===== src/rtl/core/rcn_ram.sv =====
// Generic single-port-write, single-port-read RAM with registered read data.
// Depends on nothing.
module rcn_ram #(
   parameter int WIDTH = 32,
   parameter int DEPTH = 8
) (
   input  logic                     clock,
   input  logic                     wr_en,
   input  logic [$clog2(DEPTH)-1:0] wr_addr,
   input  logic [WIDTH-1:0]         wr_data,
   input  logic [$clog2(DEPTH)-1:0] rd_addr,
   output logic [WIDTH-1:0]         rd_data
);
   logic [WIDTH-1:0] mem_ff [DEPTH];

   always_ff @(posedge clock) begin
      if (wr_en) mem_ff[wr_addr] <= wr_data;
      rd_data <= mem_ff[rd_addr];
   end
endmodule


===== config.mk =====
export PLATFORM = sky130hd
export DESIGN_NAME = rcn_ram
export DESIGN_NICKNAME = d
export VERILOG_FILES = /design/src/rtl/core/rcn_ram.sv
export SDC_FILE = /design/constraint.sdc
export NUM_CORES = 1
export LEC_CHECK = 0
export BUFFER_PORTS_ARGS = -buffer_cell sky130_fd_sc_hd__buf_4
export CORE_ASPECT_RATIO = 0.8
export CORE_MARGIN = 5
export CORE_UTILIZATION = 67
export CTS_BUF_LIST = sky130_fd_sc_hd__clkbuf_4 sky130_fd_sc_hd__clkbuf_8
export DETAILED_ROUTE_END_ITERATION = 12
export PLACE_DENSITY = 0.87
export REMOVE_ABC_BUFFERS = 1
export SLEW_MARGIN = 20
export SYNTH_ARGS = -nofsm -noshare
export SYNTH_HDL_FRONTEND = slang
export SYNTH_SLANG_ARGS = --single-unit
export TNS_END_PERCENT = 10

===== constraint.sdc =====
create_clock -name clock -period 5.3 [get_ports clock]
set_input_delay 0.53 -clock clock [delete_from_list [all_inputs] [get_ports clock]]
set_output_delay 0.53 -clock clock [all_outputs]
set_load 0.005 [all_outputs]

==> out/metrics.csv <==
stage,metric,value,unit
power,peak supply drop,0.000284,V
clock_tree,post-cts gate resize count,0,
clock_tree,Max clock buf depth,3,
synth,ranking of synthesized cells by area,"edfxtp_1 73%, mux4_1 10%, dfxtp_1 6.1%",
floorplan,Rows,40,
clock_tree,# hold bufs at CTS,0,
setup_path,"most used cell, CP",buf_4,
clock_tree,TritonCTS buffer count,42,
setup_path,WS Path Type,in -> reg,
synth,largest area contributor in the netlist,edfxtp_1,
clock_tree,H-tree Lvls,2,
status,run status,"complete, no violations",
synth,Syn Area/Cell,25.2,sq um
sta,fin crit share,33.2,%
setup_path,cells along the critical path,buf_4 > nand2b_1 > nor2_4 > buf_4,
grt,largest net degree at the start of global routing,65,
finish,cell area after layout,12100,sq um
routing,Via Count,4460,
setup_path,worst r2r path cells,2,
placement,Setup WS pre-CTS,2780,ps
setup_path,R2R Path Start,mem_ff[1][16],
routing,wire length per cell,22.4,microns
setup_path,WP buf/inv,2,
clock_tree,setup repair bufs after CTS,0,
grt,global-route wire length before repair,26.4,mm
setup_path,crit-path leading delay family,simple AND/OR/NAND/NOR gates,
placement,dpl cell area,11300,sq um
sta,relative slew slack,43.6,%
min_path,startpoint of the worst hold path,wr_data[8],
placement,final RePlAce weighted congestion,0.690,
setup_path,crit path DAT,1930,ps
synth,Synth top area share,73.4,%
finish,sequential standard cell area,8330,sq um
routing,Routed Antenna Nets,0,
setup_path,Worst setup EP type,flip-flop,
synth,most common flop cell mapped by yosys,edfxtp_1,
sta,Tightest Pin Transition,847,ps
sta,RSZ-0062 raised after global routing,no,
routing,drt drc,0,
finish,number of nets in the layout,561,
setup_path,r2r setup slk,4020,ps
synth,post-synthesis async set-or-reset flop share,0,%
setup_path,Critical R2R Capture,rd_data[16],
grt,GRT Overall Usage,19.7,%
setup_path,Startpoint Class,primary input,
sta,fin crit period,1760,ps
routing,drt first pass iters,4,
synth,commonest cells in the netlist,"256 x edfxtp_1, 40 x mux4_1, 32 x dfxtp_1, 32 x mux2_2, 24 x mux4_2",
placement,number of I/O port buffers,71,
clock_tree,clk_lat worst skew,500,ps
setup_path,"Slowest-stage cell, CP",nor2_4,
sta,Fmax achieved,0.568,GHz
floorplan,Core ar.,15200,sq um
min_path,Hold EP,mem_ff[6][8],
finish,Layout area overhead,15.8,%
min_path,hold depth,1,
finish,fillcell total,738,
clock_tree,TritonCTS clock tree,done,
synth,Mapped Area,10500,sq um
synth,Post-synth EDFFs,256,
sta,Final Hold Fails,0,
clock_tree,clk root buf,clkbuf_8,
grt,antenna violations before repair,1,
synth,register area share after synthesis,79.6,%
floorplan,Starting Density,69.0,%
sta,Setup Viol. Count Final,0,
flow_run,Max-cap violations,0,
finish,share of cells above drive strength 1,38.8,%
clock_tree,clock-pin slew on the worst setup and hold paths,60,ps
synth,Synth Warn #,0,
routing,final WL,17.1,mm
min_path,worst min-delay path class,in -> reg,
setup_path,crit path from,wr_addr[2],
power,Pwr Total,4.55,mW
clock_tree,clock sinks,288,
floorplan,Die Y,122,microns
sta,final count of pins violating max slew,0,
finish,area of the multi-input gates,2070,sq um
sta,Setup WS post-layout,3540,ps
setup_path,Worst EP required,5470,ps
grt,total grt overflow,0,
sta,final setup TNS,0,ps
synth,synthesized flop and latch total,288,
synth,"count leader, synth",edfxtp_1,
power,pwr dens,376,nW/um^2
synth,Cells after Synth,415,
routing,1st-iter DRT viols,248,
floorplan,Die Footprint,18200,sq um
placement,hpwl dp,8.93,mm
floorplan,Die Wd,150,microns
synth,Unique masters post-synth,13,
sta,post-route clock skew,9.89,ps
routing,vias per inst,5.84,
setup_path,CP max stage delay,550,ps
floorplan,I/O pins,72,
power,leakage,4.17,nW
setup_path,Crit Path Max Fanout,18,
finish,ANT cells,0,
grt,vias in the first global route,4716,
where the power goes:
part           internal (mW)  switching, mW  leakage [nW]  total, mW
combinational          0.132          0.113          1.11      0.246
sequential              2.57         0.0237          2.60       2.59
clock                  0.973          0.743         0.461       1.72
worst reg2reg max path, cell delays in order (launching register included):
cell	delay, ps
edfxtp_1	370
mux4_1	530
mux2_2	280
through the flow:
stage,hold WS (ps),utilization (%),instances
5_1_grt,218,79.9,764
6_report,244,79.9,764
3_3_place_gp,645,74.2,687
4_1_cts,220,79.9,764
3_5_place_dp,659,74.2,687
2_1_floorplan,629,-,397
state kept, by name (all words and copies together) (netlist names):
name	flops
mem_ff	256
rd_data	32
placed cells by master, fill, tap and decap left out, types with 6 or more instances in the layout:
| cell type | n |
|---|---|
| dfxtp_1 | 32 |
| nor2_4 | 6 |
| mux4_2 | 24 |
| buf_4 | 79 |
| mux2_2 | 32 |
| clkinv_1 | 6 |
| mux4_1 | 40 |
| edfxtp_1 | 256 |
| clkbuf_8 | 49 |
| clkbuf_4 | 19 |
kinds of logic (layout without fill, tap and decap cells):
logic type    after synthesis  after routing  synth area share [%]
flops                     288            288                  79.6
mux                        96             96                  18.6
simple gates               13             13                 0.562
buf+inv                    18            157                  1.22
routing by layer:
metal / global-route usage [%] / wire length, microns / up-vias
met1: 28.0 / 7050 / 2262
met2: 31.4 / 8350 / 165
met5: 0 / 13 / -
met4: 4.97 / 189 / 2
li1: - / - / 2010
met3: 5.21 / 1490 / 21
worst max path at each step:
stage	end	slack (ps)	depth (start not counted)
CTS	rd_data[16]	3340	3
floorplan	mem_ff[0][0]	1920	2
global placement	rd_data[2]	2810	3
global route	mem_ff[1][27]	3490	4
detailed placement	rd_data[16]	2780	3
finish	mem_ff[1][12]	3540	4
final cells by class:
class | instances | area share, %
sequential | 288 | 68.7
multi-input combinational | 109 | 17.1
clock buffer | 68 | 6.74
timing repair buffer | 80 | 4.99
tap | 210 | 2.17
clock inverter | 9 | 0.310
Note: power is estimated with default switching activity, not from simulation.
