`src/rtl/core/rcn_pkg.sv`:
```
// Package for the RC network Euler step block and its Q4.28 multiply rcn_mulq.
// Holds shared constants, mode codes, state type and a 36-to-32-bit saturator.
package rcn_pkg;

   localparam int NODE_COUNT_DEF = 8;
   localparam int COMP_COUNT_DEF = 8;
   localparam int MAX_RESULTS    = 8;
   localparam int CSR_IDX_W      = 1;
   localparam int CSR_DATA_W     = 4;

   localparam logic [CSR_IDX_W-1:0] CSR_ACTIVE_COMPONENTS = 1'd0;
   localparam logic [CSR_IDX_W-1:0] CSR_ACTIVE_NODES      = 1'd1;

   localparam logic [1:0] MODE_LOAD = 2'd0;
   localparam logic [1:0] MODE_HOLD = 2'd1;
   localparam logic [1:0] MODE_GAIN = 2'd2;
   localparam logic [1:0] MODE_TICK = 2'd3;

   typedef enum logic [3:0] {
      ST_IDLE,
      ST_FORCE,
      ST_COMP_RD,
      ST_COMP_MUL,
      ST_COMP_CAP,
      ST_COMP_WR,
      ST_NODE_RD,
      ST_NODE_MUL,
      ST_NODE_OUT
   } state_type;

   function automatic logic signed [31:0] sat32(input logic signed [35:0] x);
      logic signed [31:0] r;
      if (x > 36'sh0_7FFF_FFFF) r = 32'sh7FFF_FFFF;
      else if (x < -36'sh0_8000_0000) r = 32'sh8000_0000;
      else r = x[31:0];
      return r;
   endfunction

endpackage

```
`src/rtl/core/rcn_mulq.sv`:
```
// Signed Q16.16 by unsigned Q4.28 multiply, rounded half away, saturated.
// Two registered stages; depends on rcn_pkg.
module rcn_mulq import rcn_pkg::*; (
   input  logic               clock,
   input  logic signed [31:0] x,
   input  logic [31:0]        g,
   output logic signed [31:0] y
);
   logic        neg_ff;
   logic [63:0] prod_ff;
   logic [32:0] mag;
   logic [36:0] r;
   logic signed [37:0] s;
   logic signed [31:0] y_ff, y_in;

   always_comb begin
      mag = x[31] ? (33'd0 - {x[31], x}) : {1'b0, x};
   end

   always_ff @(posedge clock) begin
      neg_ff  <= x[31];
      prod_ff <= mag[31:0] * g + (mag[32] ? {g, 32'd0} : 64'd0);
      y_ff    <= y_in;
   end

   always_comb begin
      r = 37'((prod_ff + 64'h800_0000) >> 28);
      s = neg_ff ? -$signed({1'b0, r}) : $signed({1'b0, r});
      if (s > 38'sh7FFF_FFFF) y_in = 32'sh7FFF_FFFF;
      else if (s < -38'sh8000_0000) y_in = 32'sh8000_0000;
      else y_in = s[31:0];
   end

   assign y = y_ff;
endmodule

```
`config.mk`:
```
export PLATFORM = sky130hd
export DESIGN_NAME = rcn_mulq
export DESIGN_NICKNAME = d
export VERILOG_FILES = /design/src/rtl/core/rcn_pkg.sv /design/src/rtl/core/rcn_mulq.sv
export SDC_FILE = /design/constraint.sdc
export NUM_CORES = 2
export LEC_CHECK = 0
export BUFFER_PORTS_ARGS = -buffer_cell sky130_fd_sc_hd__buf_4
export CAP_MARGIN = 20
export CORE_UTILIZATION = 61
export CTS_CLUSTER_DIAMETER = 100
export CTS_CLUSTER_SIZE = 16
export DETAILED_ROUTE_END_ITERATION = 8
export HOLD_SLACK_MARGIN = 0.15
export PLACE_DENSITY_LB_ADDON = 0.1
export SYNTH_ARGS = -nofsm -noshare
export SYNTH_HDL_FRONTEND = slang
export SYNTH_SLANG_ARGS = --single-unit
```
`constraint.sdc`:
```
create_clock -name clock -period 10.6 [get_ports clock]
set_input_delay 2.12 -clock clock [delete_from_list [all_inputs] [get_ports clock]]
set_output_delay 2.12 -clock clock [all_outputs]
set_load 0.05 [all_outputs]
```
==> out/qor.yml <==
tightest_slew_ns: 0.859
area_growth_pct: 12.1
pin_count: 97
setup_viol: 27
die_area_um2: 63300
ctsHoldBuffers: 0
fp.coreArea_um2: 61600
drive_above_1_share_pct: 13.4
cp_max_fo: 7
setup_ws_ns: -0.525
initial_utilization_pct: 61.7
yosysWarningCount: 0
r2r_setup_slack_ns: 5.98
relSlewSlack_pct: 42.4
violations: "setup timing"
overflow: 0
gp_congestion: 0.915
hold_viol: 0
clk_latency_ns: 0.34
dp_slack_ns: -1.04
period_minus_slack_ns: 11.13
synth_area_per_cell_um2: 9.14
die_x_um: 252
rsz0062_at_grt: "true"
cts_tree: "yes"
timing.final.max_slew_violations: 0
start_kind: "input pin"
postSynthCellCount: 4157
max_freq_mhz: 89.9
die_h_um: 252
num_vias: 28176
synth_seq_area_share_pct: 3.69
final_cell_mix: "inv_1, fa_1, and2_1"
synth_cell_types: 83
drv_cap: 0
syn_area_um2: 38000
port_buffers: 96
fin_crit_sh_pct: 105
cts_buffers: 9
synth.area.top_cells: "fa_1, and2_1, inv_1, ha_1, nand2_1"
ys.flop_type: "dfxtp_1"
cp_slowest_cell: "fa_1"
dr.pass1.iters: 5
cts.clk_slew.worst_paths_ns: 0.06
clockBufferDepth: 2
final_common_cell: "inv_1"
track_usage_pct: 31.8
arrival_ns: 11.35
drcViolationCount: 0
cp_data_required_time_ns: 10.82
antenna_found_initial: 1
min_from: "prod_ff[50]"
worstHoldEndpoint: "y[22]"
hold_depth: 2
ctsHtreeMaxLevel: 3
reg2regPathDepth: 12
antenna_left: 0
avgRoutedWirePerCell_um: 18.4
min_path_type: "flop to flop"
ys_ff_latch: 70
cp-end-kind: "flop"
fin_nets: 5604
cts_sinks: 70
cts_root_buf: "clkbuf_16"
grt_pass1_wl_mm: 158
synth_enable_flop_cells: 0
dp_hpwl_mm: 80.5
rr_startpoint: "prod_ff[27]"
core.rowCount: 91
critical_path_class: "input pin to flop"
skew_ns: 0.00693
drt_iter0_drc: 1552
max_stage_delay_ns: 0.61
synth_top_cell_area_share_pct: 48.9
via_per_inst: 5.43
status: "complete, but fails checks"
grt_pass1_vias: 30411
worst_path_most_repeated_cell: "fa_1"
routed_wl_mm: 95.7
synth_top_area_cell: "fa_1"
grt_max_degree: 36
r2r-end: "y[0]"
async_reset_ff_share_pct: 0
## Yosys cell counts, drive strengths merged (15+ instances only)
| cell | number |
|---|---|
| inv | 943 |
| a21oi | 61 |
| a21o | 23 |
| xnor2 | 95 |
| xor2 | 43 |
| and2 | 643 |
| nand4 | 27 |
| o21ai | 83 |
| nor4 | 15 |
| clkbuf | 210 |
| nand2 | 442 |
| nor3 | 15 |
| fa | 927 |
| nor2b | 16 |
| buf | 18 |
| nand3 | 31 |
| ha | 269 |
| o31ai | 15 |
| nor2 | 44 |
| dfxtp | 70 |
## critical path, delay by kind of cell
family | cells | cell delay [ns]
compound gates | 5 | 1.15
fa+ha+maj | 10 | 4.23
buf+inv | 8 | 0.83
xor+xnor | 2 | 0.30
simple gates | 9 | 2.71
## timing repair
item                                    4_1_cts  5_1_grt
pin swaps                                    35       45
setup buffers                                12        9
cloned                                        2        2
endpoints found under the setup margin       27       34
resized for setup                            56       70
hold endpoints to repair                      0        0
## cells by family after synthesis
family	after synthesis	share of synthesized area (%)
and+or+nand+nor	1303	18.5
adders and majority gates	1196	57.7
buffers and inverters	1171	11.7
AOI/OAI and AO/OA	271	5.02
xor gates and xnor gates	138	3.18
DFF	70	3.69
muxes	6	0.165
other	2	0.0198
## area by class of cell
class | count | area, um2
Multi-Input combinational cell | 2946 | 33200
Fill cell | 4924 | 19000
Inverter | 943 | 3540
Timing Repair Buffer | 373 | 3110
Sequential cell | 70 | 1400
Tap cell | 837 | 1050
Clock buffer | 12 | 256
Clock inverter | 4 | 45.0
Antenna cell | 1 | 2.50
## metrics by stage
stage                     area [um2]  hold slack (ns)  cells  setup TNS (ns)  utilization (%)
after floorplan                38300            0.538   4186          -0.732                -
after global placement         41500            0.667   5147          -17.57             67.4
after detailed placement       41500            0.672   5147          -18.38             67.4
after CTS                      42100            0.683   5175           -5.37             68.4
after global routing           42600            0.716   5185          -12.16             69.1
final                          42600            0.685   5186           -5.87             69.1
## flip-flops by register name, summed over array words and instances, names as in the netlist
name / flops
prod_ff: 37
y: 32
neg_ff: 1
## worst max path at each step
stage / from / endpoint / slack, ns / cells after the start
4_1_cts: x[2] / prod_ff[62] / -0.53 / 34
3_3_place_gp: x[1] / prod_ff[62] / -0.99 / 33
3_5_place_dp: x[2] / prod_ff[62] / -1.04 / 34
6_report: x[0] / prod_ff[63] / -0.53 / 34
2_1_floorplan: x[2] / prod_ff[62] / -0.20 / 33
5_1_grt: x[2] / prod_ff[60] / -0.74 / 33
## metal layers
metal	GRT usage (%)	wire, um	share of wire (%)
met1	38.7	36300	38
met5	0	0	0
met2	57.9	50900	53
met3	2.14	3440	3.6
met4	14.3	5010	5.2
Power is not shown: default switching activity piles up to over one toggle a cycle in this logic, so the estimate is an artifact.
